--- config.mk ---
export PLATFORM = sky130hd
export DESIGN_NAME = met_divider
export DESIGN_NICKNAME = d
export VERILOG_FILES = /design/src/design/met_pkg.sv /design/src/design/met_divider.sv
export SDC_FILE = /design/constraint.sdc
export NUM_CORES = 1
export LEC_CHECK = 0
export ABC_AREA = 1
export BUFFER_PORTS_ARGS = -buffer_cell sky130_fd_sc_hd__buf_4
export CAP_MARGIN = 25
export CORE_UTILIZATION = 45
export CTS_CLUSTER_SIZE = 25
export DETAILED_ROUTE_END_ITERATION = 10
export PLACE_DENSITY = 0.79
export SKIP_CTS_REPAIR_TIMING = 1
export SYNTH_ARGS = -nofsm -noshare
export SYNTH_HDL_FRONTEND = slang
export SYNTH_SLANG_ARGS = --single-unit
--- constraint.sdc ---
create_clock -name clk -period 2.14 [get_ports clk]
set_clock_uncertainty 0.1 [all_clocks]
set_input_delay 0 -clock clk [delete_from_list [all_inputs] [get_ports clk]]
set_output_delay 0 -clock clk [all_outputs]
set_load 0.005 [all_outputs]
--- src/design/met_pkg.sv ---
package met_pkg;
  localparam int DEF_MATRIX_SIZE   = 3;
  localparam int DEF_FRACTION_BITS = 48;
  localparam int WORD_W  = 64;
  localparam int TOL_W   = 63;
  localparam int TERM_W  = 7;
  localparam int CFG_IDX_W = 1;
  localparam logic [TOL_W-1:0]  TOL_RESET   = 63'd792281625;
  localparam logic [TERM_W-1:0] LIMIT_RESET = 7'd127;

  typedef enum logic [0:0] {
    REG_TOLERANCE  = 1'b0,
    REG_TERM_LIMIT = 1'b1
  } cfg_reg_t;

  typedef enum logic [1:0] {
    ST_CONVERGED = 2'd0,
    ST_LIMIT     = 2'd1,
    ST_SATURATED = 2'd2
  } status_t;

  typedef enum logic [3:0] {
    S_LOAD, S_INIT, S_NORM, S_CHECK, S_MAC, S_ROUND, S_DIV, S_STORE, S_UPDATE,
    S_EMIT
  } state_t;

  // divider handshake
  typedef struct packed {
    logic start;
  } div_ctl_t;

  typedef struct packed {
    logic busy;
    logic done;
  } div_sts_t;
endpackage

--- src/design/met_divider.sv ---
// unsigned restoring divider, one quotient bit per cycle
module met_divider (
  input  logic                        clk,
  input  logic                        rst_n,
  input  met_pkg::div_ctl_t           ctl,
  input  logic [met_pkg::WORD_W-1:0]  dividend,
  input  logic [met_pkg::TERM_W-1:0]  divisor,
  output met_pkg::div_sts_t           sts,
  output logic [met_pkg::WORD_W-1:0]  quotient
);
  localparam int W = met_pkg::WORD_W;
  localparam int DW = met_pkg::TERM_W;

  logic [W-1:0]        q_r, q_nxt;
  logic [DW:0]         rem_r, rem_nxt;
  logic [DW-1:0]       dvs_r, dvs_nxt;
  logic [$clog2(W):0]  cnt_r, cnt_nxt;
  logic                busy_r, busy_nxt, done_r, done_nxt;
  logic [DW+1:0]       trial;
  logic [DW+1:0]       shifted;

  always_comb begin
    q_nxt    = q_r;
    rem_nxt  = rem_r;
    dvs_nxt  = dvs_r;
    cnt_nxt  = cnt_r;
    busy_nxt = busy_r;
    done_nxt = 1'b0;
    shifted  = {rem_r, q_r[W-1]};
    trial    = shifted - {2'b00, dvs_r};
    if (ctl.start) begin
      q_nxt    = dividend;
      rem_nxt  = '0;
      dvs_nxt  = divisor;
      cnt_nxt  = '0;
      busy_nxt = 1'b1;
    end else if (busy_r) begin
      if (!trial[DW+1]) begin
        rem_nxt = trial[DW:0];
        q_nxt   = {q_r[W-2:0], 1'b1};
      end else begin
        rem_nxt = shifted[DW:0];
        q_nxt   = {q_r[W-2:0], 1'b0};
      end
      cnt_nxt = cnt_r + 1'b1;
      if (cnt_r == ($clog2(W)+1)'(W - 1)) begin
        busy_nxt = 1'b0;
        done_nxt = 1'b1;
      end
    end
  end

  always_ff @(posedge clk) begin
    if (!rst_n) begin
      busy_r <= 1'b0;
      done_r <= 1'b0;
    end else begin
      busy_r <= busy_nxt;
      done_r <= done_nxt;
    end
    q_r   <= q_nxt;
    rem_r <= rem_nxt;
    dvs_r <= dvs_nxt;
    cnt_r <= cnt_nxt;
  end

  assign sts.busy = busy_r;
  assign sts.done = done_r;
  assign quotient = q_r;
endmodule

==> metrics <==
status=finished, final reports clean; period utilization=0.961; Clock transition at path regs=80 ps; clk buf depth=2; GRT Total Usage=0.211; Clk pwr share=0.267; CP Buf/Inv Count=2; crit path DAT=2030 ps; CP peak stage delay=350 ps; Distinct cells, synth=24; Area growth syn-to-layout=51.7%; slowest cell on the critical path=edfxtp_1; Post-DP HPWL=6900 um; Cells after Synth=462; CP delay by family, top=adder cells; CTS H-Tree Depth=3; Core Area=8720 um2; Rows=34; synth top area cells=edfxtp_1 53%, nand2_1 24%, dfxtp_1 8.4%, inv_1 3.2%, ha_1 2.5%; Peak VDD IR=0.383 mV; routed wire length per instance=15.3 um; Min-Delay Path Class=input port to flip-flop; final-report setup violation count=0; most common cell in the netlist=nand2_1; Die Height=96.9 um; Min Hold Slack=4.86 ps; Placer Congestion=0.824; most frequent CP cell=nand2_2; crit path kind=flip-flop to flip-flop; Yosys reg bits=88; # IOs=140; first-pass GRT wire length=15,800 um; Seq pwr share=0.492; largest net degree at the start of global routing=45; Pre-antenna DRT Iters=5; Initial Util=0.465; Most used DFF post-synth=edfxtp_1; synthesized cell area=4060 um2; PwrDens=718 nW/um2; CTS Root Cell=clkbuf_8; vias in the first global route=3,415; min Tclk post-route=2060 ps; highest clock rate=0.486 GHz; CP required=2110 ps; sequential fraction of the synthesis area=0.610; Antenna Diode Count=0; total gr overflow=0; synthesized area per cell=8.78 um2; CP startpoint kind=flip-flop; Slew headroom=0.692; Yosys top cell by area=edfxtp_1; synth cell count leaders=259 x nand2_1, 71 x edfxtp_1, 35 x inv_1; synth warn=0; vias per cell=5.00; critical path capture point type=flip-flop; clk sinks=88; full die area=9400 um2; DIE WIDTH=96.9 um; number of CTS-inserted buffers=9; Max Slew Vio Count=0; Worst Max-Slew Pin Slew=463 ps; max_cap viols=0; Async S/R FF share, synth=0; Remaining DRCs=0; Port Buffer Count=139; Final Net Count=755; Routed Antenna Nets=0; CP max FO=5; Logic pwr share=0.242; Pint=0.00312 W; setup TNS=0 ps; layout cells sized above 1=0.253; Cell Chain, Critical Path=inv_1 > ha_1 > fa_2 > inv_1 > nand3_1 > nand2_2 > nand2_2 > nand2_2 > nand2_2 > nand2_4 > o21ai_0; initial antenna violation count=0; starting DRC count in detailed routing=213; Skew-Pair Late Insertion Delay=360 ps; syn nets=545; via count=3,922; Fin. Hold Viols=0; sw power=0.00129 W; Leak=3.01 nW; final wirelength=12,000 um; Post-synth EDFFs=71; sw frac=0.293; CTS tree=done; top cell type's share of synthesized area=0.526
[area by class of cell]
cell class | count | area, um2
Clock buffer | 9 | 124
Clock inverter | 6 | 72.6
Fill cell | 587 | 2570
Inverter | 36 | 139
Multi-Input combinational cell | 322 | 1410
Sequential cell | 88 | 2470
Tap cell | 108 | 135
Timing Repair Buffer | 215 | 1810
[worst paths after layout]
kind,from,endpoint,slack (ps),depth (start not counted)
setup reg to reg,quotient[63]$_DFFE_PP_,quotient[0]$_DFFE_PP_,80,11
setup / recovery,quotient[63]$_DFFE_PP_,quotient[0]$_DFFE_PP_,80,11
hold / removal,ctl,dvs_r[6]$_DFFE_PP_,5,1
hold reg to reg,rem_r[1]$_SDFFE_PP0P_,rem_r[1]$_SDFFE_PP0P_,380,2
[cells in the final DEF (no fill, tap or decap), types with 2 or more instances in the layout]
master / count
buf_4: 142
nand2_4: 2
ha_1: 8
clkinvlp_4: 2
o21ai_0: 4
nor2_1: 10
clkbuf_8: 9
xor2_1: 2
inv_1: 33
inv_6: 4
nand2_1: 254
nand2_2: 6
dfxtp_1: 17
dlygate4sd3_1: 72
nor3_1: 5
a21oi_1: 6
nand3_1: 17
edfxtp_1: 71
[power groups by stage]
stage          clock network (W)  registers [W]  logic (W)
2_1_floorplan                  0        0.00219   0.000456
3_3_place_gp                   0        0.00219   0.000855
3_5_place_dp                   0        0.00220   0.000890
4_1_cts                  0.00122        0.00216   0.000894
5_1_grt                  0.00126        0.00219    0.00117
6_report                 0.00118        0.00217    0.00107
[worst register-to-register path, delay by kind of cell, from the launching register on]
| family | cells | cell delay [ps] |
|---|---|---|
| simple gates | 6 | 540 |
| flops | 1 | 350 |
| fa+ha+maj | 2 | 580 |
| compound gates | 1 | 90 |
| buf+inv | 2 | 120 |
[kinds of logic after synthesis]
group,count (synthesis),synth area share
xor+xnor,3,0.00648
buf+inv,53,0.0531
fa+ha+maj,9,0.0296
flops,88,0.610
compound gates,12,0.0154
simple gates,297,0.286
[stage by stage]
| step | power, W | cell area (um2) | utilization | cells | worst slack [ps] |
|---|---|---|---|---|---|
| after floorplan | 0.00265 | 4070 | - | 462 | 93.6 |
| after global placement | 0.00305 | 5210 | 0.597 | 696 | 74.7 |
| after detailed placement | 0.00309 | 5210 | 0.597 | 696 | -26.1 |
| after CTS | 0.00428 | 5400 | 0.620 | 711 | -39.0 |
| after global routing | 0.00462 | 6150 | 0.706 | 784 | -1.07 |
| final | 0.00442 | 6150 | 0.706 | 784 | 84.0 |
[state kept, by name, indices dropped and copies added (netlist names)]
name and count:
done_r 1, quotient 64, cnt_r 7, busy_r 1
rem_r 8, dvs_r 7
[routing by layer]
metal  vias to the layer above  global-route usage  wire length, um
met2                       203               0.343             6000
li1                       1879                   -                -
met3                        24              0.0737             1070
met1                      1816               0.261             4710
met4                         0              0.0700              233
met5                         -                   0                0
Note: power is estimated with default switching activity, not from simulation.
