[config.mk]
export PLATFORM = sky130hd
export DESIGN_NAME = met_ram
export DESIGN_NICKNAME = d
export VERILOG_FILES = /design/src/design/met_ram.sv
export SDC_FILE = /design/constraint.sdc
export NUM_CORES = 1
export LEC_CHECK = 0
export BUFFER_PORTS_ARGS = -buffer_cell sky130_fd_sc_hd__buf_4
export CAP_MARGIN = 30
export CORE_AREA = 8 8 307 279
export DETAILED_ROUTE_END_ITERATION = 12
export DIE_AREA = 0 0 315 287
export GPL_ROUTABILITY_DRIVEN = 0
export HOLD_SLACK_MARGIN = 0.05
export SYNTH_ARGS = -nofsm -noshare
export SYNTH_HDL_FRONTEND = slang
export SYNTH_SLANG_ARGS = --single-unit
[constraint.sdc]
create_clock -name clk -period 24.7 [get_ports clk]
set_clock_uncertainty 0.1 [all_clocks]
set_input_delay 2.47 -clock clk [delete_from_list [all_inputs] [get_ports clk]]
set_output_delay 2.47 -clock clk [all_outputs]
set_load 0.05 [all_outputs]
[src/design/met_ram.sv]
module met_ram #(
  parameter int WIDTH = 64,
  parameter int DEPTH = 9
) (
  input  logic                     clk,
  input  logic                     we,
  input  logic [$clog2(DEPTH)-1:0] waddr,
  input  logic [WIDTH-1:0]         wdata,
  input  logic [$clog2(DEPTH)-1:0] raddr,
  output logic [WIDTH-1:0]         rdata
);
  logic [WIDTH-1:0] mem [DEPTH];

  always_ff @(posedge clk) begin
    if (we) begin
      mem[waddr] <= wdata;
    end
    rdata <= mem[raddr];
  end
endmodule

==> results of run 1 <==
-- worst max-delay path, delay by kind of cell --
family,cells,cell delay (ns)
multiplexers,1,0.41
AO/OA/AOI/OAI,2,0.27
buffers and inverters,5,2.66
-- sequential cells by signal, summed over array words and instances, names as in the netlist --
signal	count
mem	576
rdata	64
-- cell type report --
type                            instances  area [sq um]  area share [%]
Antenna cell                            2          5.00          0.0176
Clock buffer                           96          1970            6.92
Clock inverter                         36           402            1.41
Multi-Input combinational cell        531          4910            17.2
Sequential cell                       640         18600            65.2
Tap cell                             1060          1330            4.65
Timing Repair Buffer                  163          1310            4.60
-- kinds of logic after synthesis --
kind of cell	count (synthesis)	share of synthesized area [%]
buffers and inverters	69	2.14
flip-flops	640	77.7
AND/OR/NAND/NOR	83	1.40
multiplexers	256	11.4
AO/OA/AOI/OAI	192	7.37
-- cells in the mapped netlist --
cell type,instances
nor4_1,1
nand2_1,67
buf_2,4
mux2i_1,128
buf_4,6
mux2_2,128
nand3b_1,1
buf_1,6
dfxtp_1,64
nor3_1,2
nor2b_1,1
or3b_2,1
o31ai_2,64
buf_12,6
a22o_1,64
clkbuf_1,31
nor2_1,7
buf_6,14
buf_8,2
edfxtp_1,576
nand2b_1,3
o22ai_1,64
-- stage by stage --
| stage | setup slack, ns | hold WS, ns | area [sq um] | total power [mW] | instances |
|---|---|---|---|---|---|
| floorplan | 15.20 | 0.327 | 23900 | 1.34 | 1240 |
| global placement | 18.17 | 0.336 | 26000 | 1.39 | 2389 |
| detailed placement | 18.07 | 0.342 | 26100 | 1.40 | 2392 |
| CTS | 18.75 | 0.345 | 28500 | 2.46 | 2524 |
| global route | 18.87 | 0.368 | 28500 | 2.51 | 2526 |
| finish | 19.09 | 0.341 | 28500 | 2.43 | 2528 |
-- cell usage in the layout (no fill, tap or decap), types with 64 or more instances in the layout --
| master | instances |
|---|---|
| dfxtp_1 | 64 |
| mux2_2 | 128 |
| o22ai_1 | 64 |
| nand2_1 | 66 |
| o31ai_2 | 64 |
| buf_4 | 156 |
| edfxtp_1 | 576 |
| a22o_1 | 64 |
| clkbuf_16 | 73 |
| mux2i_1 | 128 |
-- metal layers --
metal  track usage, %  vias to the layer above  wire, um
li1                 -                     5312         -
met1             15.6                     6101     24800
met2             19.6                      240     26400
met3             3.30                       84      2990
met4             2.88                       10       839
met5                0                        -        65
-- worst max-delay path by stage --
stage,end,slack [ns],depth (start not counted)
after floorplan,mem[8][0]$_DFFE_PP_,15.20,1
after global placement,rdata[21]$_DFF_P_,18.17,7
after detailed placement,rdata[27]$_DFF_P_,18.07,7
after CTS,rdata[27]$_DFF_P_,18.75,7
after global routing,rdata[20]$_DFF_P_,18.87,8
final,rdata[27]$_DFF_P_,19.09,8
-- where the power goes --
group / internal, mW / leakage [nW] / switching, mW
sequential: 1.21 / 5.74 / 0.00947
combinational: 0.0545 / 2.81 / 0.100
clock: 0.630 / 1.13 / 0.424
==> flow_metrics.tcl, run 1 <==
set metrics [dict create \
    yosys.area.top_type "edfxtp_1" \
    max_stage_delay_ns 0.75 \
    synth.area.top_cells "edfxtp_1 (72%), mux2_2 (6.0%), dfxtp_1 (5.4%)" \
    die_w_um 315 \
    postCtsSetupBuffers 0 \
    leakage_nw 9.69 \
    cts_buffers 72 \
    first_pass_iters 4 \
    clk_pin_slew_ns 0.06 \
    drv_cap 0 \
    min_to "rdata[30]$_DFF_P_" \
    fillers 7453 \
    hold_start "mem[8][30]$_DFFE_PP_" \
    drcViolationCount 0 \
    drv_slew 0 \
    cts.sinks 640 \
    period_needed_ns 5.61 \
    vdd_ir_drop_max_uv 42.0 \
    status "finished clean" \
    synth_seq_area_share_pct 77.7 \
    cts-resized-gates 0 \
    cts_tree "built" \
    cts.htree.levels 3 \
    reg2reg_slack_ns 23.45 \
    cts_root_buffer "clkbuf_16" \
    worstPathMaxFanout 90 \
    endpoint_kind "register" \
    core_sq_um 80400 \
    dp_hpwl_um 29000 \
    yosysWarnings 0 \
    avgSynthCellArea_sq_um 19.3 \
    routedWlPerCell_um 21.8 \
    antenna_found_initial 7 \
    relSlewSlack_pct 35.3 \
    holdBufCountCts 0 \
    crit_top_cell "buf_4" \
    postSynthCellCount 1240 \
    rsz0062_at_grt "false" \
    grt_max_degree 91 \
    netlist_area_sq_um 23900 \
    crit_path_start "raddr[0]" \
    routed_wl_um 55200 \
    timing.rr.start "mem[3][53]$_DFFE_PP_" \
    die_area_sq_um 90400 \
    hold_violations 0 \
    cellPowerDensity_nw_per_um2 85.1 \
    period_share_pct 22.7 \
    cp_data_arrival_time_ns 5.98 \
    cp.required_ns 25.06 \
    drive_gt1_share_pct 32.5 \
    grt_pass1_wl_um 80900 \
    grtUsageTotal_pct 11.9 \
    ys_ff_latch 640 \
    fin_util_pct 35.5 \
    crit_chain "buf_8 -> buf_4 -> buf_16 -> buf_4 -> buf_4 -> mux2_2 -> o22ai_1 -> o31ai_2" \
    io_pins 138 \
    critPathSlowestCell "buf_4" \
    synth.distinct_cells 22 \
    std_cell_rows 99 \
    hold_depth 2 \
    worstSkewPairLatency_ns 0.60 \
    path_class "primary input to register" \
    vias 11747 \
    finalSetupViolCount 0 \
    area_growth_pct 19.2 \
    layout.nets 1482 \
    port_buffers 137 \
    start_util_pct 29.7 \
    via_per_inst 4.65 \
    cts_buffer_depth 3 \
    drt_iter0_drc 658 \
    yosysTopAreaCellShare_pct 72.3 \
    reg2reg_depth 3 \
    hp-class "register to register" \
    setup_tns_ns 0 \
    syn_nets 1314 \
    max_freq_mhz 178 \
    worst_pin_slew_ns 0.967 \
    grt_pass1_vias 12293 \
    cp-start-kind "primary input" \
    fp.dieH_um 287 \
    globalRoute.totalOverflow 0 \
    reg2reg_to "rdata[53]$_DFF_P_" \
    drtAntennaViolNets 0 \
]
No activity file was read; power rests on OpenSTA's default activity.
==> run 2: changes to the inputs <==
--- a/config.mk
+++ b/config.mk
@@ -5,11 +5,12 @@
 export SDC_FILE = /design/constraint.sdc
 export NUM_CORES = 1
 export LEC_CHECK = 0
+export ABC_AREA = 1
 export BUFFER_PORTS_ARGS = -buffer_cell sky130_fd_sc_hd__buf_4
 export CAP_MARGIN = 30
-export CORE_AREA = 8 8 307 279
+export CORE_AREA = 8 8 318 289
 export DETAILED_ROUTE_END_ITERATION = 12
-export DIE_AREA = 0 0 315 287
+export DIE_AREA = 0 0 326 297
 export GPL_ROUTABILITY_DRIVEN = 0
 export HOLD_SLACK_MARGIN = 0.05
 export SYNTH_ARGS = -nofsm -noshare
==> constraint.sdc (replaced) <==
create_clock -name clk -period 4.9 [get_ports clk]
set_clock_uncertainty 0.1 [all_clocks]
set_input_delay 0.49 -clock clk [delete_from_list [all_inputs] [get_ports clk]]
set_output_delay 0.49 -clock clk [all_outputs]
set_load 0.05 [all_outputs]
==> run 2 against run 1 <==
Compared with the run above: non-clock buffer count is 62 higher; utilization fell by 0.25 points; global-route usage grew 0.47 points; critical path type unchanged; largest cell class unchanged; highest routed layer unchanged.
==> flow_metrics.tcl, run 2 <==
set metrics [dict create \
    dp_hpwl_um 30500 \
    most-common-layout-cells "nand2_1 (772), edfxtp_1 (576), inv_1 (387)" \
    first_pass_iters 5 \
    cts_tree "built" \
    hold_violations 0 \
    drv_cap 0 \
    crit_path_start "raddr[0]" \
    ys_dominant_reg_cell "edfxtp_1" \
    max_stage_delay_ns 0.79 \
    cts_buffer_depth 3 \
    syn_nets 2384 \
    period_share_pct 45.7 \
    switching_share_pct 22.8 \
    power.total_mw 11.9 \
    cp.required_ns 5.28 \
    worstPathMaxFanout 111 \
    path_class "primary input to register" \
    top_regs "mem: 576 flops, rdata: 64 flops" \
    p_int_mw 9.17 \
    port_buffers 137 \
    hold_start "raddr[3]" \
    finalSetupViolCount 0 \
    vdd_ir_drop_max_uv 234 \
    yosys.area.top_type "edfxtp_1" \
    synthTopCellsByCount "nand2_1 (772), edfxtp_1 (576), inv_1 (388)" \
    pwr-share-seq_pct 51.6 \
    synth-async-reset-ratio_pct 0 \
    antenna_found_initial 10 \
    core_sq_um 86700 \
    yosysWarnings 0 \
    drt_iter0_drc 1204 \
    fp.dieH_um 297 \
    cts_root_buffer "clkbuf_16" \
    clk_pin_slew_ns 0.06 \
    die_area_sq_um 96800 \
    endpoint_kind "register" \
    layout.nets 2567 \
    cts.htree.levels 3 \
    hp-class "primary input to register" \
    p_clk_share_pct 41.0 \
    routed_wl_um 61200 \
    ys_ff_latch 640 \
    routedWlPerCell_um 16.5 \
    netlist_area_sq_um 25700 \
    crit_chain "clkbuf_8 -> inv_6 -> buf_4 -> nand2_1 -> nand3_1 -> nand3_1 -> nand3_1 -> nand2_1" \
    drcViolationCount 0 \
    synth.distinct_cells 16 \
    crit_family "buffers and inverters" \
    grt_pass1_wl_um 93700 \
    yosysMostFrequentCell "nand2_1" \
    cts.sinks 640 \
    worst_pin_slew_ns 0.957 \
    drtAntennaViolNets 0 \
    via_per_inst 4.27 \
    relSlewSlack_pct 36.2 \
    avgSynthCellArea_sq_um 11.1 \
    io_pins 138 \
    vias 15814 \
    synth_edf_count 576 \
    timing.rr.start "mem[0][12]$_DFFE_PP_" \
    cp.buffers_inverters 3 \
    critPathSlowestCell "inv_6" \
    die_w_um 326 \
    worstSkewPairLatency_ns 0.60 \
    cp-start-kind "primary input" \
    max_freq_mhz 447 \
    combPwrFrac_pct 7.4 \
    drive_gt1_share_pct 10.6 \
    grt_max_degree 177 \
    cts_buffers 67 \
    largest_reg_flops 576 \
    rsz0062_at_grt "false" \
    crit_top_cell "nand3_1" \
    std_cell_rows 103 \
    start_util_pct 29.6 \
    fin_ws_ns 2.66 \
    setup_tns_ns 0 \
    leakage_nw 12.7 \
    max_flop_register "mem" \
    globalRoute.totalOverflow 0 \
    cellPowerDensity_nw_per_um2 389 \
    grt_pass1_vias 15326 \
    period_needed_ns 2.24 \
    drv_slew 0 \
    area_growth_pct 19.0 \
    grtUsageTotal_pct 12.4 \
    yosysTopAreaCellShare_pct 67.4 \
    status "finished clean" \
    place_ws_ns 2.03 \
    cp_data_arrival_time_ns 2.62 \
    layout_commonest_cell "nand2_1" \
    synth.area.top_cells "edfxtp_1 (67%), nand2_1 (11%), nand3_1 (7.5%)" \
    power_switching_mw 2.70 \
    postSynthCellCount 2310 \
    synth_seq_area_share_pct 72.4 \
]
==> run 2: final timing paths <==
check	end	slack, ns	cells past startpoint
setup / recovery	rdata[6]$_DFF_P_	2.66	8
hold / removal	rdata[28]$_DFF_P_	0.28	3
setup reg to reg	rdata[12]$_DFF_P_	3.71	6
hold reg to reg	rdata[33]$_DFF_P_	0.33	2
==> run 2: cells by family (layout without fill, tap and decap cells) <==
kind of cell | Yosys count | in the layout | share of synthesized area, %
DFF | 640 | 640 | 72.4
other | 0 | 5 | 0
buffers and inverters | 502 | 737 | 8.61
and+or+nand+nor | 1168 | 1168 | 19.0
==> run 2: layout make-up <==
type / count / area, sq um
tap: 1155 / 1450
sequential: 640 / 18600
multi-input combinational: 1168 / 4940
antenna: 5 / 12.5
fill: 8469 / 56200
clock buffer: 84 / 1790
inverter: 391 / 1480
clock inverter: 37 / 305
timing repair buffer: 225 / 1990
==> run 2: per-stage QoR <==
step                      utilization (%)  cell area, sq um  hold WS [ns]  std cells
after global routing                 35.2             30500         0.296       3702
after detailed placement             32.0             27800         0.326       3514
after floorplan                         -             25700         0.315       2310
after global placement               32.0             27800         0.323       3514
final                                35.2             30500         0.277       3705
after CTS                            35.2             30500         0.257       3699
==> run 2: worst reg2reg max path, delay by kind of cell, from the launching register on <==
kind,cells,cell delay (ns)
and+or+nand+nor,5,0.52
DFF,1,0.36
buffers and inverters,1,0.06
==> run 2: metal layers <==
metal  vias up  track usage [%]  part of all wire (%)
li1       7853                -                     -
met1      7525             16.7                    46
met2       346             20.1                    47
met3        86             2.29                   5.4
met4         4             3.97                   2.2
met5         -                0                 0.044
==> run 2: repair_timing <==
action / CTS / global route
buffers inserted: 0 / 0
endpoints found under the setup margin: 0 / 0
hold buffers: 64 / 0
endpoints found under the hold margin: 576 / 0
resized for setup: 0 / 0
==> run 2: power groups by stage <==
stage	logic [mW]	clock network [mW]	registers (mW)
4_1_cts	0.892	4.99	6.13
3_5_place_dp	0.845	0	6.25
2_1_floorplan	0.374	0	6.40
3_3_place_gp	0.836	0	6.25
6_report	0.878	4.86	6.13
5_1_grt	0.967	5.21	6.14
